--- src/sv/kcf_pkg.sv ---
package kcf_pkg;

    localparam int DEF_MAX_KEY_LEN = 32;
    localparam int DEF_COUNT_BITS  = 17;
    localparam int DEF_NUM_GUESSES = 5;

    localparam int RANK_FIELDS  = 5;
    localparam int BIN_BITS     = 8;
    localparam int KEY_LEN_BITS = 6;
    localparam int COL_OUT_BITS = 5;
    localparam int TOP_BITS     = 17;

    localparam logic [BIN_BITS-1:0] SPACE_CODE = 8'h20;
    localparam logic [BIN_BITS-1:0] ZERO_CHAR  = 8'h30;
    localparam logic [TOP_BITS-1:0] TOP_MAX    = 17'h1FFFF;

    typedef struct packed {
        logic clear;
        logic commit;
        logic sample;
        logic first;
    } sel_ctl_t;

endpackage

--- src/sv/kcf_select.sv ---
module kcf_select #(
    parameter int COUNT_BITS = kcf_pkg::DEF_COUNT_BITS
) (
    input  logic                         clk,
    input  logic                         rst_n,
    input  kcf_pkg::sel_ctl_t            ctl,
    input  logic [COUNT_BITS-1:0]        cnt,
    input  logic [kcf_pkg::BIN_BITS-1:0] bin,
    output logic [COUNT_BITS-1:0]        best_cnt,
    output logic [kcf_pkg::BIN_BITS-1:0] best_bin
);
    import kcf_pkg::*;

    logic                  found_reg;
    logic [COUNT_BITS-1:0] best_cnt_reg;
    logic [BIN_BITS-1:0]   best_bin_reg;
    logic [COUNT_BITS-1:0] prev_cnt_reg;
    logic [BIN_BITS-1:0]   prev_bin_reg;
    logic                  eligible;
    logic                  take;

    // order is count descending, then bin ascending; each pass takes the
    // largest key strictly below the one taken in the previous pass
    assign eligible = ctl.first || (cnt < prev_cnt_reg)
                      || ((cnt == prev_cnt_reg) && (bin > prev_bin_reg));
    assign take     = ctl.sample && eligible && (!found_reg || (cnt > best_cnt_reg));

    always_ff @(posedge clk or negedge rst_n)
    begin
        if (!rst_n)
        begin
            found_reg    <= 1'b0;
            best_cnt_reg <= '0;
            best_bin_reg <= '0;
            prev_cnt_reg <= '0;
            prev_bin_reg <= '0;
        end
        else
        begin
            if (ctl.commit)
            begin
                prev_cnt_reg <= best_cnt_reg;
                prev_bin_reg <= best_bin_reg;
            end
            if (ctl.clear)
            begin
                found_reg <= 1'b0;
            end
            else if (take)
            begin
                found_reg    <= 1'b1;
                best_cnt_reg <= cnt;
                best_bin_reg <= bin;
            end
        end
    end

    assign best_cnt = best_cnt_reg;
    assign best_bin = best_bin_reg;
endmodule

--- config.mk ---
export PLATFORM = sky130hd
export DESIGN_NAME = kcf_select
export DESIGN_NICKNAME = d
export VERILOG_FILES = /design/src/sv/kcf_pkg.sv /design/src/sv/kcf_select.sv
export SDC_FILE = /design/constraint.sdc
export NUM_CORES = 1
export LEC_CHECK = 0
export BUFFER_PORTS_ARGS = -buffer_cell sky130_fd_sc_hd__buf_2
export CORE_MARGIN = 4
export CORE_UTILIZATION = 30
export CTS_CLUSTER_DIAMETER = 100
export CTS_CLUSTER_SIZE = 20
export DETAILED_ROUTE_END_ITERATION = 6
export GPL_TIMING_DRIVEN = 0
export HOLD_SLACK_MARGIN = 0.06
export PLACE_DENSITY_LB_ADDON = 0.05
export SKIP_LAST_GASP = 1
export SYNTH_ARGS = -nofsm -noshare
export SYNTH_HDL_FRONTEND = slang
export SYNTH_SLANG_ARGS = --single-unit
--- constraint.sdc ---
create_clock -name clk -period 4.9 [get_ports clk]
set_clock_uncertainty 0.05 [all_clocks]
set_input_delay 0 -clock clk [delete_from_list [all_inputs] [get_ports clk]]
set_output_delay 0 -clock clk [all_outputs]
set_load 0.02 [all_outputs]
# Yosys cells after proc, flatten, opt, wreduce, memory -nomap -nowiden

Cells that the tools add are included.

Flip-flop bits (word level): 51
Bits of input ports: 31
Output and inout bits: 25
Word-level logic and storage cells: 21

Order comparisons: 3
Equal/unequal tests: 1
Mux-type cells: 2
Bitwise gates (word level): 1
Reductions and logical operators: 9

Operators with widths:

| operator            | count |
|---|---|
| $eq A17 B17 Y1      | 1 |
| $gt A17 B17 Y1      | 1 |
| $lt A17 B17 Y1      | 1 |
| $gt A8 B8 Y1        | 1 |
| $logic_and A1 B1 Y1 | 3 |
| $logic_or A1 B1 Y1  | 3 |
| $mux W1             | 2 |
| $reduce_and A2 Y1   | 1 |
| $reduce_bool A2 Y1  | 1 |
| $logic_not A1 Y1    | 1 |
| $not A1 Y1          | 1 |

# Depth between registers and ports, before layout

Gate-level depths: netlist of run 1.

Depth in word-level cells: 7
Gate-level depth with buffers: 9
Mapped depth without buffers: 8

# Least setup slack after synthesis of run 1

No wires, ideal clock.

Path kind: register -> register
Start: reg prev_cnt_reg[16]
End: reg best_bin_reg[4], in the netlist best_bin[4]
Setup time: 125 ps
Arrival time: 2,465 ps
Required time: 4,725 ps
Slack: 2,260 ps
Stages on the path, launching flop included: 10
Path buffers: 1
Period minus slack after synthesis: 2,640 ps
Path through: dfrtp_1 -> inv_1 -> ha_1 -> nand4_1 -> or3_1 -> nor4_1 -> o22ai_1 -> a221oi_4 -> buf_6 -> mux2_2

Word-level cells in the longest chain between the ends: 6
Elaborated cells on any way between the ends: 8
Classes of those cells: 1 x order compare; 1 x eq/ne; 6 x reduce/logical

Ends and longest elaborated chain:

| item                                                             | RTL line                           | text |
|---|---|---|
| from (decl)                                                      | kcf_select.sv:17                   | `logic [COUNT_BITS-1:0] prev_cnt_reg;` |
| from (signal assigned)                                           | kcf_select.sv:42                   | `prev_cnt_reg <= best_cnt_reg;` |
| $lt A17 B17 Y1 / $eq A17 B17 Y1 (equally long branches)          | kcf_select.sv:24, kcf_select.sv:25 |  |
| $logic_or A1 B1 Y1 / $logic_and A1 B1 Y1 (equally long branches) | kcf_select.sv:24, kcf_select.sv:25 |  |
| $logic_or A1 B1 Y1 *                                             | kcf_select.sv:25                   | `\|\| ((cnt == prev_cnt_reg) && (bin > prev_bin_reg));` |
| $logic_and A1 B1 Y1 * (2 in a row)                               | kcf_select.sv:26                   | `assign take = ctl.sample && eligible && (!found_reg \|\| (cnt > best_cnt_reg));` |
| $reduce_and A2 Y1 (no source line) *                             | n/a                                |  |
| to (signal assigned)                                             | kcf_select.sv:53                   | `best_bin_reg <= bin;` |
| to (decl)                                                        | kcf_select.sv:16                   | `logic [BIN_BITS-1:0] best_bin_reg;` |

Every way passes the cells marked *; elsewhere a longest branch is shown, timed or not.
A chain may end at the register's enable or synchronous reset.

# Worst setup path after layout of run 1

Start: in cnt[4]
End: reg best_cnt_reg[9], in the netlist best_cnt[9]

Word-level cells in the longest chain between the ends: 6
Elaborated cells on any way between the ends: 10
Classes of those cells: 2 x order compare; 1 x eq/ne; 7 x reduce/logical

Ends and longest elaborated chain:

| item                                                             | RTL line                           | text |
|---|---|---|
| from (decl)                                                      | kcf_select.sv:7                    | `input logic [COUNT_BITS-1:0] cnt,` |
| $lt A17 B17 Y1 / $eq A17 B17 Y1 (equally long branches)          | kcf_select.sv:24, kcf_select.sv:25 |  |
| $logic_or A1 B1 Y1 / $logic_and A1 B1 Y1 (equally long branches) | kcf_select.sv:24, kcf_select.sv:25 |  |
| $logic_or A1 B1 Y1                                               | kcf_select.sv:25                   |  |
| $logic_and A1 B1 Y1                                              | kcf_select.sv:26                   |  |
| $logic_and A1 B1 Y1 *                                            | kcf_select.sv:26                   |  |
| $reduce_and A2 Y1 (no source line) *                             | n/a                                |  |
| to (signal assigned)                                             | kcf_select.sv:52                   | `best_cnt_reg <= cnt;` |
| to (decl)                                                        | kcf_select.sv:15                   | `logic [COUNT_BITS-1:0] best_cnt_reg;` |

Marked as above.

==> metrics list, run 1 <==
* Final wirelength: between 6000 and 7000 um
- Worst-case setup margin in the final layout: 1.88 ns
- TritonCTS clock tree: done
* HPWL Detailed: 5160 um
- Number of slew-limit violations in the final report: 0
* Maximum fanout along the worst path: 10
- Of the post-synthesis cell area, the part taken by muxes is between 10% and 20%.
* Synth Area in XOR/XNOR: 0%
* Maximum number of pins on one net before global-route repair: 52
* Synth warn: 0
- Summing every instance area after synthesis gives 2920 um^2.
* Portion of the clock cycle consumed by the worst path in the final layout: between 60% and 70%
- Fill cell instance count of the final layout: 991
* PortBufs: between 50 and 60
- IR analysis of the VDD net gives a maximum drop of around 0.00017 V.
* Highest-delay cell along the critical path: sky130_fd_sc_hd__a221oi_4
- Total negative setup slack: 0 ns
- Area fraction in compound gates after synthesis: a little under an eighth
- The initial utilization of the core area, before any placement, comes to between 30% and 40%.
- The floorplan step defined a die boundary enclosing 11400 um^2.
* Max-slew headroom: a little under three fifths
- After clock tree synthesis, the setup repair step added 0 buffers.
- The routed design could run at a clock period as short as roughly 3 ns.
* Yosys top cell by area: sky130_fd_sc_hd__dfrtp_1
- Total via count in the routed design: 2263
- The via count of the first global-routing pass was 2394.
* Post-layout util: between 40% and 50%
- Setup slack on the worst reg-to-reg path comes out at about 1.9 ns.
- Most frequent cells in the layout: sky130_fd_sc_hd__buf_2, sky130_fd_sc_hd__dfrtp_1, sky130_fd_sc_hd__inv_1, sky130_fd_sc_hd__ha_1
- CP arrival: 3.16 ns
- The library cell used most frequently in the layout, excluding fill and tap cells, is sky130_fd_sc_hd__buf_2.
- From synthesis to final layout, the design area changed by 28.7%.
* Worst setup path startpoint: cnt[4]
- The number of antenna violations at the first check in global routing is 0.
- Worst Hold Class: primary input to register
- The first detailed-routing pass took 4 iterations.
- Leakage dissipation: 1.84 nW
* Category of the worst setup path capture point: register
- Total CTS buffers: 5
* Number of antenna-violating nets in the routed design: 0
- The worst setup path is of the primary input to register kind.
* Fraction of final layout cells with drive strength greater than 1: 24.1%
- Die W: ~110 um
- Via-per-instance ratio: around 4.5
- Largest buffer count on any clock path: 2
- GRT Total Usage: 13.1%
* Required arrival time at the worst endpoint: just over 5 ns
- Die height: 107 um
* Post-DR wirelength/cell: about 14 um
* Layout net count: approximately 450
- Clock-pin slew was measured on the worst setup and hold paths at 0.10 ns.
* Number of setup violations in the final report: 0
- Proportion of synthesized chip area in sequential cells: 43.7%
- The H-tree was split into 2 levels.
* Final hold violations: 0
- The congestion estimate from routability-driven global placement came to roughly 0.75.
- The startpoint identified for the worst register-to-register timing path is prev_cnt_reg[4]$_DFFE_PN0P_.
- Highest clock frequency the design can meet: 0.331 GHz
- In this run the power density over the cells is between 500 and 600 nW/um^2.
- Top-area cell type share of the netlist area: between 40% and 50%
- Number of core rows: 35
- The endpoint identified for the worst register-to-register timing path is best_cnt[9]$_DFFE_PN0P_.
* Post-synthesis adder-cell area fraction: a little under a fifth
- Total congestion overflow: 0
* Transition time at the pin with the least slew margin: a little under 0.7 ns
* Floorplan Core Area: roughly 9400 um^2
- Setup repair after global routing left no endpoint under its margin.
- Ordered cell list for the critical path: dlygate4sd3_1, buf_2, ha_1, a21oi_1, o21ai_0, a2111oi_0, o2111ai_1, a221oi_4, buf_6, mux2_2
* Number of flip-flops and latches in the synthesized netlist: 51
- Count of cells along the worst register-to-register path: 9
* Post-Synthesis Net Count: roughly 360
* Count of boundary I/O pins: 56
- Simple-gate share of the synthesized area: 8.96%
- Synthesized area divided by synthesized cell count: slightly above 10 um^2
* 1st-iter DRT viols: 45
- Leading cell types by total area after synthesis: sky130_fd_sc_hd__dfrtp_1, sky130_fd_sc_hd__ha_1, sky130_fd_sc_hd__mux2_2, sky130_fd_sc_hd__inv_1, sky130_fd_sc_hd__o21ai_0
* Count of instances resized after the clock tree is built: 0
- The cell sitting at the root of the clock tree is a sky130_fd_sc_hd__clkbuf_8.
* Startpoint Class: primary input
- Number of library cell types mapped by synthesis: 31
- Result of the run: finished, final reports clean
- Power comes to roughly 2.0 mW.
- Crit-path max cell delay: about 0.57 ns
* Clock latency at the later pin of the worst-skew pair: around 0.31 ns
- Clock tree synthesis found a total of 51 sinks.
* Inserted Diodes: 0
* Number of hold buffers added after cts: 27
- Total of max-cap violations: 0
- The first global-routing pass estimated 11800 um of wire.
- Endpoint of the most critical setup path: best_cnt[9]$_DFFE_PN0P_
* Pre-CTS setup slack: around 1.8 ns
- Combinational family with the most area after synthesis: adder cells
- Cell count after synthesis: ~280
- For this run, design rule violations remaining after detail routing come to 0.
-- critical path: cells and delay by family --
family,cells,cell delay (ns)
AOI/OAI and AO/OA,5,1.57
buffers and inverters,3,0.91
muxes,1,0.35
adders and majority gates,1,0.32
-- power by group --
part | switching [mW] | internal (mW) | total, mW
clock | 0.145 | 0.204 | 0.349
combinational | 0.498 | 0.400 | 0.898
sequential | 0.121 | 0.611 | 0.731
total | 0.763 | 1.21 | 1.98
-- stage by stage --
step	hold slack (ns)	instances	instance area, um^2
floorplan	-0.346	284	2920
global placement	0.200	467	3350
detailed placement	0.202	467	3350
CTS	0.0872	502	3750
global route	0.119	502	3750
finish	0.0661	502	3750
-- synth_stat cells --
cell                        number
sky130_fd_sc_hd__a2111o_1        1
sky130_fd_sc_hd__a2111oi_0       1
sky130_fd_sc_hd__a211oi_1        2
sky130_fd_sc_hd__a21o_1          1
sky130_fd_sc_hd__a21oi_1        13
sky130_fd_sc_hd__a221oi_1        1
sky130_fd_sc_hd__a221oi_4        1
sky130_fd_sc_hd__and2_1          1
sky130_fd_sc_hd__and3_1          1
sky130_fd_sc_hd__buf_1           1
sky130_fd_sc_hd__buf_6           2
sky130_fd_sc_hd__clkbuf_1        4
sky130_fd_sc_hd__dfrtp_1        51
sky130_fd_sc_hd__ha_1           42
sky130_fd_sc_hd__inv_1          44
sky130_fd_sc_hd__mux2_1          1
sky130_fd_sc_hd__mux2_2         26
sky130_fd_sc_hd__nand2_1        31
sky130_fd_sc_hd__nand2b_1        2
sky130_fd_sc_hd__nand3_1         1
sky130_fd_sc_hd__nand4_1         8
sky130_fd_sc_hd__nor2_1          2
sky130_fd_sc_hd__nor2b_1         4
sky130_fd_sc_hd__nor3_1          4
sky130_fd_sc_hd__nor4_1          1
sky130_fd_sc_hd__o2111ai_1       2
sky130_fd_sc_hd__o211ai_1        2
sky130_fd_sc_hd__o21a_1          1
sky130_fd_sc_hd__o21ai_0        31
sky130_fd_sc_hd__o22ai_1         1
sky130_fd_sc_hd__or3_1           1
-- how the worst min path moves through the flow --
| stage | startpoint | end | slack (ns) | depth (start not counted) |
|---|---|---|---|---|
| 2_1_floorplan | rst_n | best_bin[0]$_DFFE_PN0P_ | -0.35 | 0 |
| 3_5_place_dp | bin[0] | best_bin[0]$_DFFE_PN0P_ | 0.20 | 2 |
| 5_1_grt | ctl[2] | prev_cnt_reg[16]$_DFFE_PN0P_ | 0.12 | 2 |
| 6_report | ctl[2] | prev_cnt_reg[16]$_DFFE_PN0P_ | 0.07 | 2 |
| 3_3_place_gp | bin[0] | best_bin[0]$_DFFE_PN0P_ | 0.20 | 2 |
| 4_1_cts | ctl[2] | prev_cnt_reg[16]$_DFFE_PN0P_ | 0.09 | 2 |
-- logic make-up after synthesis --
family	count (synthesis)
compound gates	57
simple gates	56
buf+inv	51
flops	51
fa+ha+maj	42
mux	27
-- cell type report --
| type | count | area, um^2 | share of cell area, % |
|---|---|---|---|
| Buffer | 7 | 41.3 | 1.10 |
| Clock buffer | 6 | 72.6 | 1.93 |
| Clock inverter | 2 | 60.1 | 1.60 |
| Inverter | 44 | 165 | 4.40 |
| Multi-Input combinational cell | 182 | 1440 | 38.2 |
| Sequential cell | 51 | 1280 | 34.0 |
| Tap cell | 129 | 161 | 4.30 |
| Timing Repair Buffer | 81 | 543 | 14.5 |
-- per-layer routing --
layer | wire, um | GRT usage [%] | up-vias | share of wire, %
li1 | - | - | 1158 | -
met1 | 3230 | 17.4 | 1060 | 48
met2 | 3270 | 22.3 | 39 | 48
met3 | 214 | 2.35 | 6 | 3.2
met4 | 73 | 3.01 | 0 | 1.1
met5 | 0 | 0 | - | 0
Power figures use the tool's default switching activity.
==> run 2, diff against run 1 <==
ABC_AREA = 1   (was not set)
clock period = 2.8 ns   (was 4.9 ns; I/O delays follow)
==> run 2 against run 1 <==
  * Combinational power increased by 53%
  * Setup slack worse by 1.4 ns
  * Synthesized cell count increased by 38%
==> metrics list, run 2 <==
- The run finished with clean final reports.
- The count of routing violations after the opening detailed-route iteration is 71 (+58%).
* Number of core rows: 37 (+5.7%)
- The count of pins over their slew limit came to 0 (unchanged).
- The placer congestion estimate is 0.730 (-3.4%).
* Fraction of final layout cells with drive strength greater than 1: 18.5% (-5.7 points)
* HPWL Detailed: 6380 um (+24%)
* Count of cells along the worst register-to-register path: 11 (+2)
* Post-Syn Area: 3170 um^2 (+8.8%)
* Most frequent cells in the layout: sky130_fd_sc_hd__nand2_1, sky130_fd_sc_hd__buf_2, sky130_fd_sc_hd__inv_1, sky130_fd_sc_hd__dfrtp_1, sky130_fd_sc_hd__ha_1
- The final-report setup violation count came to 0 (unchanged).
- Inserted Diodes: 0 (unchanged)
* Leakage dissipation: 2.11 nW (+15%)
- Clock latency at the later pin of the worst-skew pair: 0.31 ns (about the same)
* Synth Flop Type: sky130_fd_sc_hd__dfrtp_1
- The cell count after synthesis came to 392 (+38%).
- The number of enable flip-flop cells after synthesis was 0 (unchanged).
* Total via count in the routed design: 2794 (+23%)
- TritonCTS built the clock tree.
- The via count of the first global-routing pass was 2819 (+18%).
- Post-Synthesis Net Count: 465 (+30%)
- The number of primary I/O pins came to 56 (unchanged).
- By startpoint and endpoint, the worst setup path is classified as register to register.
- Final hold violations: 0 (unchanged)
* Most frequent standard cell in the layout excluding fill and tap cells: sky130_fd_sc_hd__nand2_1
- Total number of H-tree levels: 2 (unchanged)
- The share of synthesized area occupied by flip-flops and latches is 40.2% (-3.5 points).
- The cell depth of the worst hold path is 5 (+3).
* Worst-case setup margin in the final layout: 0.508 ns (-1.38 ns)
- Max-slew headroom: 52.6% (-2.6 points)
* Die height: 111 um (+4.0%)
- The worst setup slack after placement is 0.642 ns (-1.20 ns).
- Clock period minus final worst setup slack: about 2.3 ns
- Worst Hold Class: primary input to register
- Setup repair after global routing left no endpoint under its margin.
- The register-to-register setup slack is 0.51 ns (-1.38 ns).
- Most used standard cells in the synthesized netlist: sky130_fd_sc_hd__nand2_1, sky130_fd_sc_hd__inv_1, sky130_fd_sc_hd__dfrtp_1
- Total negative setup slack: 0 ns (unchanged)
- Timing would allow up to approximately 0.44 GHz.
- The floorplan die area came to 12300 um^2 (+8.1%).
* Share of async-settable or async-resettable flops after synthesis: 100% (unchanged)
- Yosys attributes the largest share of cell area to sky130_fd_sc_hd__dfrtp_1, sky130_fd_sc_hd__ha_1, sky130_fd_sc_hd__nand2_1, sky130_fd_sc_hd__inv_1, sky130_fd_sc_hd__nand4_1.
* Initial DRT Pass Iterations: 4 (unchanged)
- Top-count cell post-synth: sky130_fd_sc_hd__nand2_1
- Synth warn: 0 (unchanged)
* Final cell count without fillers: 618 (+23%)
* Antenna violations before repair: 0 (unchanged)
* Transition time at the pin with the least slew margin: 0.711 ns (+0.0388 ns)
* Final wirelength: 8530 um (+26%)
* Number of antenna-violating nets in the routed design: 0 (unchanged)
- Post-DR wirelength/cell: 13.8 um (+2.2%)
- The maximum clock insertion buffer count was 2 (unchanged).
* Yosys top cell by area: sky130_fd_sc_hd__dfrtp_1
* Global-route wire length before repair: 14700 um (+24%)
- Worst Hold End: best_bin[7]$_DFFE_PN0P_
- In the finished design, the share of the clock period the worst path needs comes to 81.9%.
* Reg-to-Reg Start: prev_bin_reg[5]$_DFFE_PN0P_
* Synthesized area divided by synthesized cell count: 8.10 um^2 (-21%)
- Total congestion overflow: 0 (unchanged)
- The global-route usage over all layers is 14.7% (+1.5 points).
* Number of flip-flops and latches in the synthesized netlist: 51 (unchanged)
- The highest ir drop seen on vdd is 0.000244 V (+42%).
- CTS placed an instance of sky130_fd_sc_hd__clkbuf_8 at the clock tree root.
- The detailed-route DRC error count came to 0 (unchanged).
- Pwr dens: 749 nW/um^2 (+42%)
- The maximum number of pins on one net before global-route repair came to 52 (unchanged).
- Sinks on Clock Net: 51 (unchanged)
* Total of max-cap violations: 0 (unchanged)
- The initial standard-cell utilization of the core came to 30.7% (-0.39 points).
- Category of the worst setup path capture point: register
* Top-area cell type share of the netlist area: 40.2% (-3.5 points)
- The clock slew seen by the registers of the worst setup and hold paths is 0.10 ns (about the same).
- Reg-to-reg critical path endpoint: found_reg$_DFFE_PN0P_
- Startpoint Class: register
- In this run the most critical hold path is launched from ctl[1].
* Number of library cell types mapped by synthesis: 22 (-29%)
- The data arrival time of the critical path came to 2.44 ns (-0.72 ns).
- The count of buffers added by post-CTS timing repair for setup came to 0 (unchanged).
- From synthesis to final layout, the design area changed by 25.7%.
- The number of nets in the layout was 554 (+24%).
- The area of the core region came to 10300 um^2 (+10%).
- Maximum fanout along the worst path: 9 (-1)
- Required arrival time at the worst endpoint: 2.94 ns (-2.10 ns)
- Total CTS buffers: 5 (unchanged)
- The critical path starts at prev_bin_reg[5]$_DFFE_PN0P_.
* Via-per-instance ratio: 4.52 (+0.29%)
- PortBufs: 54 (unchanged)
* Number of cells after detailed placement: 582 (+25%)
* Die W: 111 um (+4.0%)
==> run 2: changes by cell type after synthesis, moves of 6 or more <==
cell / before / now
sky130_fd_sc_hd__inv_1: 44 / 55
sky130_fd_sc_hd__nand2_2: 0 / 12
sky130_fd_sc_hd__nand4_1: 8 / 25
sky130_fd_sc_hd__nand2_1: 31 / 116
sky130_fd_sc_hd__mux2_2: 26 / 2
sky130_fd_sc_hd__o21ai_0: 31 / 25
sky130_fd_sc_hd__nor2_1: 2 / 18
==> run 2: report_power, final <==
group          total [mW]  internal [mW]  switching (mW)
combinational        1.37          0.521           0.845
sequential           1.17          0.984           0.187
clock               0.453          0.180           0.274
total                2.99           1.68            1.31
==> run 2: area by class of cell <==
| type | count | area (um^2) |
|---|---|---|
| Buffer | 13 | 68.8 |
| Clock inverter | 3 | 23.8 |
| Fill cell | 1103 | 6330 |
| Inverter | 55 | 206 |
| Multi-Input combinational cell | 273 | 1620 |
| Clock buffer | 5 | 68.8 |
| Tap cell | 136 | 170 |
| Sequential cell | 51 | 1280 |
| Timing Repair Buffer | 82 | 553 |
==> run 2: critical path: stages (launching register included) <==
cell	delay (ns)
sky130_fd_sc_hd__dfrtp_1	0.38
sky130_fd_sc_hd__inv_1	0.07
sky130_fd_sc_hd__ha_1	0.24
sky130_fd_sc_hd__a21oi_1	0.16
sky130_fd_sc_hd__nor2_1	0.05
sky130_fd_sc_hd__nor2_1	0.10
sky130_fd_sc_hd__nand2_1	0.10
sky130_fd_sc_hd__a21oi_2	0.17
sky130_fd_sc_hd__nand2_4	0.12
sky130_fd_sc_hd__a21oi_1	0.14
sky130_fd_sc_hd__nor2_1	0.05
sky130_fd_sc_hd__dlygate4sd3_1	0.54
==> run 2: repair_timing <==
| item | 4_1_cts | 5_1_grt |
|---|---|---|
| hold buffers | 28 | 0 |
| hold endpoints to repair | 77 | 0 |
| gates resized for setup | 0 | 0 |
==> run 2: per-layer routing <==
layer	global-route usage, %	up-vias	wire [um]
met3	2.73	8	309
met1	20.0	1292	4050
met5	0	-	0
met4	2.96	0	68
li1	-	1446	-
met2	24.4	48	4110
==> run 2: logic make-up (layout without fill, tap and decap cells) <==
| kind of cell | count (synthesis) | in the layout | synth area share, % |
|---|---|---|---|
| AO/OA/AOI/OAI | 44 | 44 | 7.37 |
| adder cells (fa/ha/maj) | 42 | 42 | 16.6 |
| buffers and inverters | 68 | 158 | 8.67 |
| flip-flops | 51 | 51 | 40.2 |
| multiplexers | 2 | 2 | 0.709 |
| AND/OR/NAND/NOR | 185 | 185 | 26.5 |
==> run 2: worst max path at each step <==
stage,endpoint,slack (ns)
final,found_reg$_DFFE_PN0P_,0.51
after global routing,found_reg$_DFFE_PN0P_,0.29
after CTS,found_reg$_DFFE_PN0P_,0.49
after detailed placement,best_cnt[6]$_DFFE_PN0P_,0.64
after global placement,best_cnt[6]$_DFFE_PN0P_,0.68
after floorplan,best_cnt[10]$_DFFE_PN0P_,0.86
==> run 2: through the flow <==
step | area (um^2) | hold WS (ns) | util, % | total power [mW]
after floorplan | 3170 | -0.346 | - | 2.10
after CTS | 3990 | 0.0655 | 38.6 | 3.06
after detailed placement | 3610 | 0.141 | 35.0 | 2.55
after global placement | 3610 | 0.136 | 35.0 | 2.53
after global routing | 3990 | 0.0867 | 38.6 | 3.32
final | 3990 | 0.0776 | 38.6 | 2.99
